[src/hdl/fmfbe_pkg.sv]
// Package for the FM F-number/block encoder.
// Holds field types, register address bases and the block-fit thresholds.
// No dependencies.
`timescale 1ns / 1ps

package fmfbe_pkg;

    localparam int NUM_CHANNELS_DEF = 9;

    localparam int FREQ_W  = 17;
    localparam int FNUM_W  = 10;
    localparam int BLK_W   = 3;
    localparam int NUM_W   = 27;
    localparam int RECIP_W = 11;

    localparam int FREQ_MIN    = 320;      // 20 Hz in sixteenths
    localparam int FREQ_MAX    = 99328;    // 6208 Hz in sixteenths
    localparam int CHIP_RATE   = 49716;
    localparam int DIVISOR     = 2 * CHIP_RATE;
    localparam int FNUM_MAX    = 1023;
    // F-number fits when (f16 << (17-blk)) < FIT_LIMIT
    localparam int FIT_LIMIT   = (FNUM_MAX + 1) * DIVISOR - CHIP_RATE;
    localparam int RECIP_SHIFT = 27;
    localparam int RECIP       = (1 << RECIP_SHIFT) / DIVISOR;

    localparam logic [7:0] ADDR_LOW_BASE  = 8'hA0;
    localparam logic [7:0] ADDR_HIGH_BASE = 8'hB0;

    typedef logic [FREQ_W-1:0] freq_t;
    typedef logic [FNUM_W-1:0] fnum_t;
    typedef logic [BLK_W-1:0]  blk_t;
    typedef logic [NUM_W-1:0]  num_t;
    typedef logic [3:0]        chan_t;

    // smallest frequency (sixteenths) that no longer fits in block b
    function automatic freq_t block_limit(input blk_t b);
        int s;
        s = 17 - int'(b);
        return freq_t'((FIT_LIMIT + (1 << s) - 1) >> s);
    endfunction

endpackage

[src/hdl/fmfbe_in_if.sv]
// Note-event channel interface: valid/ready with channel, frequency and key-on.
// Depends on fmfbe_pkg.
`timescale 1ns / 1ps

interface fmfbe_in_if
    import fmfbe_pkg::*;
();
    logic  valid;
    logic  ready;
    chan_t channel;
    freq_t freq_sixteenths;
    logic  key_on;

    modport source (output valid, channel, freq_sixteenths, key_on, input ready);
    modport sink   (input valid, channel, freq_sixteenths, key_on, output ready);
endinterface

[src/hdl/fmfbe_out_if.sv]
// Register-write channel interface: valid/ready with address, data and last flag.
// Depends on nothing.
`timescale 1ns / 1ps

interface fmfbe_out_if;
    logic       valid;
    logic       ready;
    logic [7:0] reg_addr;
    logic [7:0] reg_data;
    logic       last_write;

    modport source (output valid, reg_addr, reg_data, last_write, input ready);
    modport sink   (input valid, reg_addr, reg_data, last_write, output ready);
endinterface

[src/hdl/fm_fnum_block_encoder_top.sv]
// FM voice frequency encoder: note event in, two chip register writes out.
// Depends on fmfbe_pkg, fmfbe_in_if and fmfbe_out_if.
`timescale 1ns / 1ps

// Usage
//   note  : sink channel, one transaction per note event (channel, frequency in
//           1/16 Hz, key-on). Channels at or above NUM_CHANNELS are swallowed
//           and produce nothing.
//   regwr : source channel, two transactions per accepted note: first
//           0xA0+ch with F-number[7:0], then 0xB0+ch with key-on, block and
//           F-number[9:8]; last_write marks the second.
//   Output: the first write is valid once the note reaches the output
//           register; the second follows in the next cycle if regwr is ready.
//   Throughput: sustained rate is set by the two writes per note leaving
//           through the single output register. The 4-stage pipe (input,
//           block select, reciprocal multiply, remainder fix) takes a note
//           every cycle while it has a free slot.
//   Stall: when regwr is not ready the pipe fills up and note.ready drops
//           once every stage holds a transaction; nothing is lost.
//   Reset: rst_n clears all valid flags; the pipe comes up empty.
module fm_fnum_block_encoder_top
    import fmfbe_pkg::*;
#(
    parameter int NUM_CHANNELS = NUM_CHANNELS_DEF
) (
    input  logic         clk,
    input  logic         rst_n,
    fmfbe_in_if.sink     note,
    fmfbe_out_if.source  regwr
);

    // stage 1: input register
    logic  v1_reg, v1_next;
    chan_t ch1_reg;
    freq_t f1_reg;
    logic  kon1_reg;

    // stage 2: block and numerator
    logic  v2_reg, v2_next;
    chan_t ch2_reg;
    logic  kon2_reg;
    blk_t  blk2_reg;
    num_t  num2_reg;

    // stage 3: quotient estimate
    logic  v3_reg, v3_next;
    chan_t ch3_reg;
    logic  kon3_reg;
    blk_t  blk3_reg;
    num_t  num3_reg;
    fnum_t qest3_reg;

    // output stage
    logic  ov_reg, ov_next;
    logic  phase_reg, phase_next;
    chan_t cho_reg;
    logic  kono_reg;
    blk_t  blko_reg;
    fnum_t fnumo_reg;

    logic en1, en2, en3, out_en;
    logic ch_ok;

    freq_t f_clamp;
    blk_t  blk_sel;
    num_t  num_calc;

    logic [NUM_W+RECIP_W-1:0] prod;
    num_t                     rem;
    fnum_t                    fnum_fix;

    assign out_en = !ov_reg || (regwr.ready && phase_reg);
    assign en3    = !v3_reg || out_en;
    assign en2    = !v2_reg || en3;
    assign en1    = !v1_reg || en2;

    assign note.ready = en1;
    assign ch_ok = {1'b0, note.channel} < 5'(NUM_CHANNELS);

    // clamp, block select, numerator
    always_comb
    begin
        f_clamp = f1_reg;
        if (f1_reg < freq_t'(FREQ_MIN))
        begin
            f_clamp = freq_t'(FREQ_MIN);
        end
        else if (f1_reg > freq_t'(FREQ_MAX))
        begin
            f_clamp = freq_t'(FREQ_MAX);
        end

        blk_sel = blk_t'(7);
        for (int b = 7; b >= 0; b--)
        begin
            if (f_clamp < block_limit(blk_t'(b)))
            begin
                blk_sel = blk_t'(b);
            end
        end

        // shift by 17 - blk = 10 + (7 - blk)
        num_calc = (num_t'(f_clamp) << (5'd10 + {2'b00, ~blk_sel})) + num_t'(CHIP_RATE);
    end

    // reciprocal estimate is exact or one low
    assign prod = num2_reg * RECIP_W'(RECIP);

    always_comb
    begin
        rem = num3_reg - num_t'(num_t'(qest3_reg) * num_t'(DIVISOR));
        fnum_fix = qest3_reg;
        if (rem >= num_t'(DIVISOR))
        begin
            fnum_fix = qest3_reg + fnum_t'(1);
        end
    end

    always_comb
    begin
        v1_next = v1_reg;
        v2_next = v2_reg;
        v3_next = v3_reg;
        ov_next = ov_reg;
        phase_next = phase_reg;
        if (en1)
        begin
            v1_next = note.valid && ch_ok;
        end
        if (en2)
        begin
            v2_next = v1_reg;
        end
        if (en3)
        begin
            v3_next = v2_reg;
        end
        if (out_en)
        begin
            ov_next = v3_reg;
            phase_next = 1'b0;
        end
        else if (regwr.ready)
        begin
            phase_next = 1'b1;
        end
    end

    always_ff @(posedge clk or negedge rst_n)
    begin
        if (!rst_n)
        begin
            v1_reg    <= 1'b0;
            v2_reg    <= 1'b0;
            v3_reg    <= 1'b0;
            ov_reg    <= 1'b0;
            phase_reg <= 1'b0;
        end
        else
        begin
            v1_reg    <= v1_next;
            v2_reg    <= v2_next;
            v3_reg    <= v3_next;
            ov_reg    <= ov_next;
            phase_reg <= phase_next;
        end
    end

    always_ff @(posedge clk)
    begin
        if (en1)
        begin
            ch1_reg  <= note.channel;
            f1_reg   <= note.freq_sixteenths;
            kon1_reg <= note.key_on;
        end
        if (en2)
        begin
            ch2_reg  <= ch1_reg;
            kon2_reg <= kon1_reg;
            blk2_reg <= blk_sel;
            num2_reg <= num_calc;
        end
        if (en3)
        begin
            ch3_reg   <= ch2_reg;
            kon3_reg  <= kon2_reg;
            blk3_reg  <= blk2_reg;
            num3_reg  <= num2_reg;
            qest3_reg <= fnum_t'(prod[NUM_W+RECIP_W-1:RECIP_SHIFT]);
        end
        if (out_en)
        begin
            cho_reg   <= ch3_reg;
            kono_reg  <= kon3_reg;
            blko_reg  <= blk3_reg;
            fnumo_reg <= fnum_fix;
        end
    end

    assign regwr.valid      = ov_reg;
    assign regwr.last_write = phase_reg;
    assign regwr.reg_addr   = phase_reg ? (ADDR_HIGH_BASE + {4'b0, cho_reg})
                                        : (ADDR_LOW_BASE + {4'b0, cho_reg});
    assign regwr.reg_data   = phase_reg ? {2'b00, kono_reg, blko_reg, fnumo_reg[9:8]}
                                        : fnumo_reg[7:0];

endmodule
[src/flat_wrapper.sv]
// flat-port wrapper written by rule: the top's interface ports become plain ports
module fm_fnum_block_encoder_top_flat import fmfbe_pkg::*;
#(
    parameter int NUM_CHANNELS = NUM_CHANNELS_DEF
)
  (clk, rst_n, note_valid, note_channel, note_freq_sixteenths, note_key_on, note_ready, regwr_valid, regwr_reg_addr, regwr_reg_data, regwr_last_write, regwr_ready);
  fmfbe_in_if note_i ();
  fmfbe_out_if regwr_i ();
  input  logic clk;
  input  logic rst_n;
  input wire logic [$bits(note_i.valid)-1:0] note_valid;
  input wire logic [$bits(note_i.channel)-1:0] note_channel;
  input wire logic [$bits(note_i.freq_sixteenths)-1:0] note_freq_sixteenths;
  input wire logic [$bits(note_i.key_on)-1:0] note_key_on;
  output wire logic [$bits(note_i.ready)-1:0] note_ready;
  output wire logic [$bits(regwr_i.valid)-1:0] regwr_valid;
  output wire logic [$bits(regwr_i.reg_addr)-1:0] regwr_reg_addr;
  output wire logic [$bits(regwr_i.reg_data)-1:0] regwr_reg_data;
  output wire logic [$bits(regwr_i.last_write)-1:0] regwr_last_write;
  input wire logic [$bits(regwr_i.ready)-1:0] regwr_ready;
  assign note_i.valid = note_valid;
  assign note_i.channel = note_channel;
  assign note_i.freq_sixteenths = note_freq_sixteenths;
  assign note_i.key_on = note_key_on;
  assign note_ready = note_i.ready;
  assign regwr_valid = regwr_i.valid;
  assign regwr_reg_addr = regwr_i.reg_addr;
  assign regwr_reg_data = regwr_i.reg_data;
  assign regwr_last_write = regwr_i.last_write;
  assign regwr_i.ready = regwr_ready;
  fm_fnum_block_encoder_top #(.NUM_CHANNELS(NUM_CHANNELS)) u_core (.clk(clk), .rst_n(rst_n), .note(note_i), .regwr(regwr_i));
endmodule
[config.mk]
export PLATFORM = sky130hd
export DESIGN_NAME = fm_fnum_block_encoder_top_flat
export DESIGN_NICKNAME = d
export VERILOG_FILES = /design/src/hdl/fmfbe_pkg.sv /design/src/hdl/fmfbe_in_if.sv /design/src/hdl/fmfbe_out_if.sv /design/src/hdl/fm_fnum_block_encoder_top.sv /design/src/flat_wrapper.sv
export SDC_FILE = /design/constraint.sdc
export NUM_CORES = 1
export LEC_CHECK = 0
export ABC_AREA = 1
export BUFFER_PORTS_ARGS = -buffer_cell sky130_fd_sc_hd__buf_4
export CORE_MARGIN = 1.5
export CORE_UTILIZATION = 66
export CTS_BUF_LIST = sky130_fd_sc_hd__clkbuf_8
export DETAILED_ROUTE_END_ITERATION = 6
export PLACE_DENSITY = 0.93
export SYNTH_ARGS = -nofsm -noshare
export SYNTH_HDL_FRONTEND = slang
export SYNTH_SLANG_ARGS = --single-unit
[constraint.sdc]
create_clock -name clk -period 7.15 [get_ports clk]
set_input_delay 1.43 -clock clk [delete_from_list [all_inputs] [get_ports clk]]
set_output_delay 1.43 -clock clk [all_outputs]
set_load 0.05 [all_outputs]
Word level (Yosys, flattened, before mapping)
Index checks and enable logic that the tools add are counted.

Bits in registers: 125. Output and inout bits: 19. Input bits: 26. Word-level logic and storage cells: 67.

Bitwise logic cells: 1. $add $sub $neg: 6. Reduce and logical (&&, ||, !) cells: 11. Magnitude comparators: 11. Multipliers: 2. Shift-type cells: 1. Mux-type cells: 14.

Operator list (count): $mul 27x11->37 const B (1); $mux 17 (2); $add 27x16->27 const B (1); $ge 27x17->1 const B (1); $shl 17x5->27 (1); $sub 27x27->27 (1); $mul 10x14->24 const B (1); $gt 17x17->1 const B (1); $lt 17x10->1 const B (1); $lt 17x11->1 const B (1); $lt 17x12->1 const B (1); $lt 17x13->1 const B (1); $lt 17x14->1 const B (1); $lt 17x15->1 const B (1); $lt 17x16->1 const B (1); $lt 17x9->1 const B (1); $add 8x4->8 const A (2); $mux 8 (2); $mux 3 (4); $add 10x1->10 const B (1); $mux 10 (1); $add 4x3->5 const A (1); $logic_not 1->1 (4); $logic_or 1x1->1 (4); other kinds (6) (10).

Longest topological paths before layout
Gate-level depths: netlist of run 1.

Depth in word-level cells: 15. Gate-level depth with buffers: 38. Gate-level depth less buffers: 37.

Least setup slack after synthesis of run 1
No wires, ideal clock.

Kind: input to output. Start: input port regwr_ready. End: output port note_ready. Stages on the path: 6. Data required time: 5.720 ns. Path buffers: 0. Arrival: 4.937 ns. Setup slack: 0.783 ns. Path through: inv_1 > o21ai_0 > nor2_1 > inv_1 > nor2_1 > nand2_1.

Longest elaborated chain between the ends: 5.

RTL lines: from (decl) (RTL line flat_wrapper.sv:20) `input wire logic [$bits(regwr_i.ready)-1:0] regwr_ready;`; $logic_and 1x1->1 (RTL line fm_fnum_block_encoder_top.sv:72) `assign out_en = !ov_reg || (regwr.ready && phase_reg);`; $logic_or 1x1->1 (RTL line fm_fnum_block_encoder_top.sv:72); $logic_or 1x1->1 (RTL line fm_fnum_block_encoder_top.sv:73) `assign en3 = !v3_reg || out_en;`; named net u_core.en3 (RTL line fm_fnum_block_encoder_top.sv:61) `logic en1, en2, en3, out_en;`; $logic_or 1x1->1 (RTL line fm_fnum_block_encoder_top.sv:74) `assign en2 = !v2_reg || en3;`; $logic_or 1x1->1 (RTL line fm_fnum_block_encoder_top.sv:75) `assign en1 = !v1_reg || en2;`; to (decl) (RTL line flat_wrapper.sv:15) `output wire logic [$bits(note_i.ready)-1:0] note_ready;`.

The timed path passes the listed nets, and every way through them passes these cells.

Worst setup path after layout of run 1
Start: register u_core.qest3_reg[5]. End: register u_core.fnumo_reg[3], data pin.

Longest elaborated chain between the ends: 4.

RTL lines: from (decl) (RTL line fm_fnum_block_encoder_top.sv:51) `fnum_t qest3_reg;`; from (signal assigned) (RTL line fm_fnum_block_encoder_top.sv:190) `qest3_reg <= fnum_t'(prod[NUM_W+RECIP_W-1:RECIP_SHIFT]);`; $mul 10x14->24 (RTL line fm_fnum_block_encoder_top.sv:111) `rem = num3_reg - num_t'(num_t'(qest3_reg) * num_t'(DIVISOR));`; $sub 27x27->27 (RTL line fm_fnum_block_encoder_top.sv:111); $ge 27x17->1 (RTL line fm_fnum_block_encoder_top.sv:113) `if (rem >= num_t'(DIVISOR))`; $mux 10 (RTL line fm_fnum_block_encoder_top.sv:113); named net u_core.fnum_fix[3] (RTL line fm_fnum_block_encoder_top.sv:70) `fnum_t fnum_fix;`; to (signal assigned) (RTL line fm_fnum_block_encoder_top.sv:197) `fnumo_reg <= fnum_fix;`; to (decl) (RTL line fm_fnum_block_encoder_top.sv:59) `fnum_t fnumo_reg;`.

The timed path passes the listed nets, and every way through them passes these cells. A chain may end at the register's enable or synchronous reset.

==> out/results.txt, run 1 <==
Crit-path slowest cell = fa_1
Critical path class = reg -> reg
CTS Hold Bufs = 0
# IOs = 45
Post-route minimum period = 6.809 ns
CTS max path bufs = 2
Sink Count = 122
Largest net degree at the start of global routing = 45
Final period utilization = 95.23%
Initial antenna violation count = 0
Layout area overhead = 8.075%
HPWL Detailed = 23260 um
First-pass GRT wire length = 49580 um
Critical path origin = u_core.qest3_reg[5]
Req. time, crit path = 7.38 ns
Initial Util = 68.07%
Worst path most repeated cell = ha_1
CTS buffer count = 17
F_max = 146.9 MHz
Syn avg cell area = 8.969 um^2
Final antenna-violating net count = 0
DR WL/cell = 17.08 um
Seq/Total Area, Yosys = 28.29%
Clk pin slew, worst setup/hold paths = 0.09 ns
Root buffer cell = clkbuf_8
Largest cells by area after synthesis = edfxtp_1 (27%), ha_1 (21%), fa_1 (12%)
Ys async rst share = 4.098%
Distinct cells, synth = 48
Total GRT Usage = 31.34%
Max H-tree Level = 4
Maxcap violations = 0
Worst setup margin = 0.3413 ns
Startpoint Class = register
Worst Path Max Fanout = 6
Hold path startpoint = u_core.ch1_reg[0]
Most frequent cell after synthesis = nand2_1
Congestion Overflow GR = 0
Top_reg_cell synth = edfxtp_1
# DRC = 9
First-pass detailed-route iteration total = 7
WP data arrival = 7.04 ns
Via count = 10.42k
Die ar. = 20330 um^2
Slew margin rel. = 59.01%
Inserted Diodes = 0
Synth Warn # = 0
PortBufs = 41
Final hold violations = 0
Number of global-route vias before repair = 10.68k
Synth Register Bits = 122
Nets@finish = 1821
Die Y = 142.6 um
Area leader, netlist = edfxtp_1
CP peak stage delay = 0.56 ns
Slew Limit Fails = 0
Max reg flops = 27
Core ar. = 18890 um^2
Number of flops mapped to enable cells by yosys = 117
Syn Inst Count = 1434
Share of cells above drive strength 1 = 9.013%
Critical R2R Launch = u_core.qest3_reg[5]
Gpl congestion = 0.9493
Endpoints failing setup = 0
CTS tree = done
Die Span X = 142.6 um
CP endpoint kind = register
DP Worst Slack = 0.1863 ns
Status = finished, violations left
Initial DRC Count = 1045
Synth top area share = 27.32%
Worst-Skew Late Latency = 0.48 ns
Worst min-delay path class = reg -> reg
Top cells by count, synth = nand2_1 (255), inv_1 (250), ha_1 (220)
Via density = 5.891
Row count = 50
Failing checks = DRC
Final Routed Wirelength = 30220 um
Worst-margin pin slew = 0.6143 ns
Layout Skew = 0.01924 ns
Netlist Area Pre-Place = 12860 um^2
==> kinds of logic after synthesis <==
| group | count (synthesis) | share of synthesized area, % |
|---|---|---|
| AO/OA/AOI/OAI | 160 | 6.985 |
| XOR/XNOR | 65 | 4.426 |
| adder cells (fa/ha/maj) | 299 | 33.70 |
| buffers and inverters | 276 | 8.561 |
| flip-flops | 122 | 28.29 |
| other | 2 | 0.05839 |
| AND/OR/NAND/NOR | 510 | 17.98 |
==> worst max-delay path: cells and delay by family (launching register included) <==
kind	cells	cell delay, ns
buf+inv	5	0.62
flops	1	0.42
fa+ha+maj	7	2.50
compound gates	6	1.05
simple gates	10	1.77
xor+xnor	2	0.21
==> layout by cell type (no fill, tap or decap), drive strengths merged, types with 15 or more instances in the layout <==
master  Yosys  final
edfxtp    117    117
nand2     274    274
nor3       15     15
o21ai      39     39
xor2       36     36
a21oi      82     82
clkbuf      5     17
ha        220    220
fa         79     79
nor2       89     89
buf        15     53
inv       256    266
nand3      95     95
nand4      23     23
xnor2      29     29
==> per-layer routing <==
layer | global-route usage [%] | share of wire, % | wire (um) | vias up
met5 | 0 | 0 | 0 | -
met4 | 12.75 | 3.8 | 1138 | 0
met3 | 6.662 | 7.4 | 2245 | 118
met2 | 55.80 | 50 | 15120 | 500
met1 | 36.73 | 39 | 11720 | 4918
li1 | - | - | - | 4885
==> final cells by class <==
type | instances | area, um^2
Clock buffer | 17 | 234.0
Clock inverter | 15 | 172.7
Fill cell | 1284 | 4994
Inverter | 256 | 960.9
Multi-Input combinational cell | 1046 | 8170
Sequential cell | 122 | 3638
Tap cell | 260 | 325.3
Timing Repair Buffer | 53 | 397.9
==> stage by stage <==
stage	util [%]	setup TNS, ns	hold slack [ns]	cells	cell area [um^2]
global route	73.57	-0.2761	0.4197	1769	13900
finish	73.57	0	0.4184	1769	13900
floorplan	-	0	0.4003	1444	12900
global placement	71.16	0	0.4026	1732	13440
CTS	73.31	0	0.4170	1764	13850
detailed placement	71.16	0	0.4045	1732	13440
==> timing repair <==
| item | 4_1_cts | 5_1_grt |
|---|---|---|
| setup endpoints to repair | 0 | 10 |
| setup buffers | 0 | 5 |
| endpoints found under the hold margin | 0 | 0 |
| resized for setup | 0 | 4 |
==> final timing paths <==
path	depth (start not counted)	slack [ns]	endpoint
max in group asynchronous	1	6.29	u_core.v3_reg
setup / recovery	30	0.34	u_core.fnumo_reg[3]
setup reg to reg	30	0.34	u_core.fnumo_reg[3]
hold reg to reg	0	0.42	u_core.ch2_reg[0]
hold / removal	0	0.42	u_core.ch2_reg[0]
min in group asynchronous	1	0.74	u_core.v1_reg
Power of run 1 is left out: the tool's default activity adds up to more than one toggle a clock period on the data nets, which glitch-free logic cannot reach.
==> run 2, diff against run 1 <==
- ABC_CLOCK_PERIOD_IN_PS: default -> 7150
- RECOVER_POWER: default -> 50
==> run 2 against run 1 <==
The flow still finishes with violations (DRC). Worst setup slack got worse by 0.026 ns. Clock skew rose by 0.0016 ns. Sequential share of layout area increased by 0.083 points. Worst hold slack got worse by 0.0011 ns. Via count grew 0.17%. Wire length shrank 0.16%. Critical path depth decreased by 1. Global-route usage is the same. Count of clock-buffer cells in the layout is the same.
==> out/results.txt, run 2 (synthesis results as in run 1) <==
DR WL/cell = 17.06 um (was 17.08 um)
Root buffer cell = clkbuf_8 (unchanged)
Setup TNS Final = 0 ns (unchanged)
Critical path origin = u_core.qest3_reg[5] (unchanged)
Status = finished, violations left (unchanged)
Initial antenna violation count = 0 (unchanged)
F_max = 146.3 MHz (was 146.9 MHz)
Req. time, crit path = 7.36 ns (was 7.38 ns)
Nets@finish = 1821 (unchanged)
WP data arrival = 7.05 ns (was 7.04 ns)
Post-route minimum period = 6.835 ns (was 6.809 ns)
Final antenna-violating net count = 0 (unchanged)
Via density = 5.901 (was 5.891)
Initial Util = 68.07% (unchanged)
Core ar. = 18890 um^2 (unchanged)
CTS buffer count = 17 (unchanged)
Slew margin rel. = 32.30% (was 59.01%)
Via count = 10.44k (was 10.42k)
Critical R2R Launch = u_core.qest3_reg[5] (unchanged)
Clk pin slew, worst setup/hold paths = 0.09 ns (about the same)
Worst path most repeated cell = ha_1 (unchanged)
Reg2reg path depth = 29 (was 30)
Inserted Diodes = 0 (unchanged)
Endpoints failing setup = 0 (unchanged)
# IOs = 45 (unchanged)
First-pass GRT wire length = 49580 um (unchanged)
Layout area overhead = 7.734% (was 8.075%)
CTS Hold Bufs = 0 (unchanged)
Total GRT Usage = 31.34% (unchanged)
Critical Path End = u_core.fnumo_reg[1] (was u_core.fnumo_reg[3])
Row count = 50 (unchanged)
Worst-Skew Late Latency = 0.48 ns (about the same)
Worst min-delay path class = reg -> reg (unchanged)
Worst R2R End = u_core.fnumo_reg[1] (was u_core.fnumo_reg[3])
Final Routed Wirelength = 30170 um (was 30220 um)
Congestion Overflow GR = 0 (unchanged)
Slew Limit Fails = 0 (unchanged)
CTS tree = done (unchanged)
Number of global-route vias before repair = 10.68k (unchanged)
WHS = 0.4173 ns (was 0.4184 ns)
Die Y = 142.6 um (unchanged)
Max reg flops = 27 (unchanged)
Initial DRC Count = 1040 (was 1045)
Most frequent cells in the layout = nand2_1 (255), inv_1 (250), ha_1 (220), edfxtp_1 (117), nand3_1 (88) (was nand2_1 (254), inv_1 (250), ha_1 (220), edfxtp_1 (117), nand3_1 (88))
HPWL Detailed = 23260 um (unchanged)
Die Span X = 142.6 um (unchanged)
Gpl congestion = 0.9493 (unchanged)
Critical path class = reg -> reg (unchanged)
CP endpoint kind = register (unchanged)
Commonest non-fill, non-tap cell in the layout = nand2_1 (unchanged)
Startpoint Class = register (unchanged)
# DRC = 2 (was 9)
CTS max path bufs = 2 (unchanged)
Worst-margin pin slew = 1.016 ns (was 0.6143 ns)
Failing checks = DRC (unchanged)
Sink Count = 122 (unchanged)
Die ar. = 20330 um^2 (unchanged)
Max H-tree Level = 4 (unchanged)
Final period utilization = 95.59% (was 95.23%)
Largest net degree at the start of global routing = 45 (unchanged)
Worst Path Max Fanout = 14 (was 6)
Final hold violations = 0 (unchanged)
First-pass detailed-route iteration total = 7 (unchanged)
Crit-path slowest cell = fa_1 (unchanged)
PortBufs = 41 (unchanged)
Layout Skew = 0.02083 ns (was 0.01924 ns)
Maxcap violations = 0 (unchanged)
Share of cells above drive strength 1 = 8.217% (was 9.013%)
CP peak stage delay = 0.56 ns (about the same)
Setup slack, reg-to-reg = 0.32 ns (was 0.34 ns)
[run 2: cell count changes in the layout (fill, tap and decap cells not counted)]
cell and delta:
o21ai_1 -1, o21ai_0 +1, clkbuf_1 +11, nand2_1 +1, buf_4 -30, clkbuf_4 +19
nand2_2 -1
[run 2: repair_timing]
action	CTS	global route
setup endpoints to repair	0	10
gates resized for setup	0	4
buffers inserted	0	5
[run 2: critical path, delay by kind of cell, from the launching register on]
family / cells / cell delay [ns]
simple gates: 9 / 1.90
flops: 1 / 0.42
fa+ha+maj: 7 / 2.50
compound gates: 7 / 1.18
xor+xnor: 2 / 0.21
buf+inv: 4 / 0.36
[run 2: metal layers]
layer,global-route usage (%),routed length (um)
met2,55.80,15020
met5,0,0
met3,6.662,2303
met4,12.75,1207
met1,36.73,11640
[run 2: worst min-delay path by stage]
stage,depth (start not counted),end,startpoint,slack [ns]
after floorplan,0,u_core.blk3_reg[0],u_core.blk2_reg[0],0.40
final,0,u_core.ch2_reg[0],u_core.ch1_reg[0],0.42
after detailed placement,0,u_core.ch2_reg[0],u_core.ch1_reg[0],0.40
after global placement,0,u_core.ch2_reg[3],u_core.ch1_reg[3],0.40
after CTS,0,u_core.ch2_reg[0],u_core.ch1_reg[0],0.42
after global routing,0,u_core.ch2_reg[2],u_core.ch1_reg[2],0.42
[run 2: final cells by class]
cell class | count | area [um^2]
Fill cell | 1298 | 5037
Inverter | 256 | 960.9
Timing Repair Buffer | 53 | 356.6
Sequential cell | 122 | 3638
Multi-Input combinational cell | 1046 | 8168
Tap cell | 260 | 325.3
Clock inverter | 15 | 172.7
Clock buffer | 17 | 234.0
[run 2: through the flow]
| step | cells | worst slack (ns) | cell area (um^2) | util (%) |
|---|---|---|---|---|
| 2_1_floorplan | 1444 | 0.7826 | 12900 | - |
| 3_3_place_gp | 1732 | 0.4816 | 13440 | 71.16 |
| 3_5_place_dp | 1732 | 0.1863 | 13440 | 71.16 |
| 4_1_cts | 1764 | 0.1155 | 13850 | 73.31 |
| 5_1_grt | 1769 | -0.06551 | 13860 | 73.34 |
| 6_report | 1769 | 0.3150 | 13860 | 73.34 |
Power of run 2 is left out for the same reason.
==> run 3, diff against run 2 <==
- ABC_CLOCK_PERIOD_IN_PS: 7150 -> 6900
- clock period: 7.15 -> 6.9 ns (I/O delays scaled with it)
==> run 3 against run 2 <==
The run still ends with DRC left. Clock skew fell by 0.00062 ns. Count of clock-buffer cells in the layout unchanged. Non-clock buffer count rose by 1. Wire length up 4.0%. Critical path depth is 1 lower.
==> out/results.txt, run 3 (synthesis results as in run 1) <==
Status = finished, violations left (unchanged)
Failing checks = DRC (unchanged)
Critical R2R Launch = u_core.qest3_reg[5] (unchanged)
Max reg flops = 27 (unchanged)
Core ar. = 18890 um^2 (unchanged)
Worst-margin pin slew = 1.040 ns (was 1.016 ns)
CTS max path bufs = 2 (unchanged)
CP peak stage delay = 0.53 ns (was 0.56 ns)
Largest net degree at the start of global routing = 45 (unchanged)
DR WL/cell = 17.73 um (was 17.06 um)
Die ar. = 20330 um^2 (unchanged)
CP endpoint kind = register (unchanged)
Commonest non-fill, non-tap cell in the layout = nand2_1 (unchanged)
Final Util = 73.60% (was 73.34%)
Initial Util = 68.07% (unchanged)
Gpl congestion = 0.9797 (was 0.9493)
Setup slack, reg-to-reg = 0.25 ns (was 0.32 ns)
Clk pin slew, worst setup/hold paths = 0.10 ns (was 0.09 ns)
Endpoints failing setup = 0 (unchanged)
Maxcap violations = 0 (unchanged)
Die Y = 142.6 um (unchanged)
WP data arrival = 6.87 ns (was 7.05 ns)
Startpoint Class = register (unchanged)
Inserted Diodes = 0 (unchanged)
Req. time, crit path = 7.12 ns (was 7.36 ns)
Final period utilization = 96.36% (was 95.59%)
Worst min-delay path class = reg -> reg (unchanged)
Post-route minimum period = 6.649 ns (was 6.835 ns)
Most frequent cells in the layout = nand2_1 (255), inv_1 (250), ha_1 (220), edfxtp_1 (117), nand3_1 (87) (was nand2_1 (255), inv_1 (250), ha_1 (220), edfxtp_1 (117), nand3_1 (88))
Final Routed Wirelength = 31380 um (was 30170 um)
WHS = 0.4249 ns (was 0.4173 ns)
Nets@finish = 1822 (was 1821)
Final hold violations = 0 (unchanged)
HPWL Detailed = 23580 um (was 23260 um)
Final antenna-violating net count = 0 (unchanged)
PortBufs = 41 (unchanged)
Worst-Skew Late Latency = 0.48 ns (about the same)
First-pass GRT wire length = 51140 um (was 49580 um)
Initial antenna violation count = 0 (unchanged)
Max H-tree Level = 4 (unchanged)
Share of cells above drive strength 1 = 8.808% (was 8.217%)
Critical path class = reg -> reg (unchanged)
Via density = 6.007 (was 5.901)
Via count = 10.63k (was 10.44k)
Die Span X = 142.6 um (unchanged)
First-pass detailed-route iteration total = 7 (unchanged)
Root buffer cell = clkbuf_8 (unchanged)
Critical path origin = u_core.qest3_reg[5] (unchanged)
Total GRT Usage = 32.33% (was 31.34%)
Row count = 50 (unchanged)
CTS tree = done (unchanged)
Reg2reg path depth = 28 (was 29)
Congestion Overflow GR = 0 (unchanged)
CP delay by family, top = adder cells (unchanged)
Buf/Inv on CP = 2 (was 4)
Sink Count = 122 (unchanged)
Critical Path End = u_core.fnumo_reg[6] (was u_core.fnumo_reg[1])
Worst Path Max Fanout = 14 (unchanged)
Slew Limit Fails = 0 (unchanged)
CP Depth = 28 (was 29)
# IOs = 45 (unchanged)
Worst R2R End = u_core.fnumo_reg[6] (was u_core.fnumo_reg[1])
Slew margin rel. = 30.67% (was 32.30%)
Fillcell total = 1251 (was 1298)
Initial DRC Count = 1066 (was 1040)
Crit-path slowest cell = fa_1 (unchanged)
CTS buffer count = 17 (unchanged)
Layout area overhead = 8.123% (was 7.734%)
Number of global-route vias before repair = 10.76k (was 10.68k)
F_max = 150.4 MHz (was 146.3 MHz)
# DRC = 2 (unchanged)
Layout Skew = 0.02020 ns (was 0.02083 ns)
## run 3: layer usage
layer / part of all wire, % / global-route usage (%)
met1: 38 / 37.87
met2: 48 / 55.70
met3: 8.4 / 6.864
met4: 5.5 / 17.15
met5: 0 / 0
## run 3: cell type report
cell class / instances / area [um^2] / share of cell area, %
multi-input combinational: 1046 / 8210 / 59.04
sequential: 122 / 3638 / 26.17
clock buffer: 17 / 234.0 / 1.683
timing repair buffer: 54 / 367.9 / 2.645
inverter: 256 / 960.9 / 6.910
clock inverter: 15 / 168.9 / 1.215
tap: 260 / 325.3 / 2.339
## run 3: worst min-delay path by stage
| stage | start | end | slack [ns] | depth (start not counted) |
|---|---|---|---|---|
| after detailed placement | u_core.ch2_reg[2] | u_core.ch3_reg[2] | 0.40 | 0 |
| after floorplan | u_core.blk2_reg[0] | u_core.blk3_reg[0] | 0.40 | 0 |
| final | u_core.blk3_reg[0] | u_core.blko_reg[0] | 0.42 | 0 |
| after global routing | u_core.ch1_reg[0] | u_core.ch2_reg[0] | 0.42 | 0 |
| after CTS | u_core.ch2_reg[2] | u_core.ch3_reg[2] | 0.43 | 0 |
| after global placement | u_core.blk3_reg[2] | u_core.blko_reg[2] | 0.40 | 0 |
## run 3: metrics by stage
stage                     setup WS, ns  std cells    TNS, ns  instance area, um^2
after floorplan                 0.6326       1444          0                12900
after global placement          0.3931       1733          0                13450
after detailed placement     -0.001306       1733  -0.001306                13450
after CTS                      0.06212       1765          0                13870
after global routing          -0.03068       1770   -0.04494                13910
final                           0.2511       1770          0                13910
## run 3: what timing repair did
item / CTS / global route
gates resized for setup: 3 / 12
pin swaps: 0 / 1
hold buffers: 0 / 0
endpoints found under the setup margin: 10 / 10
setup buffers: 0 / 5
Power of run 3 is left out for the same reason.
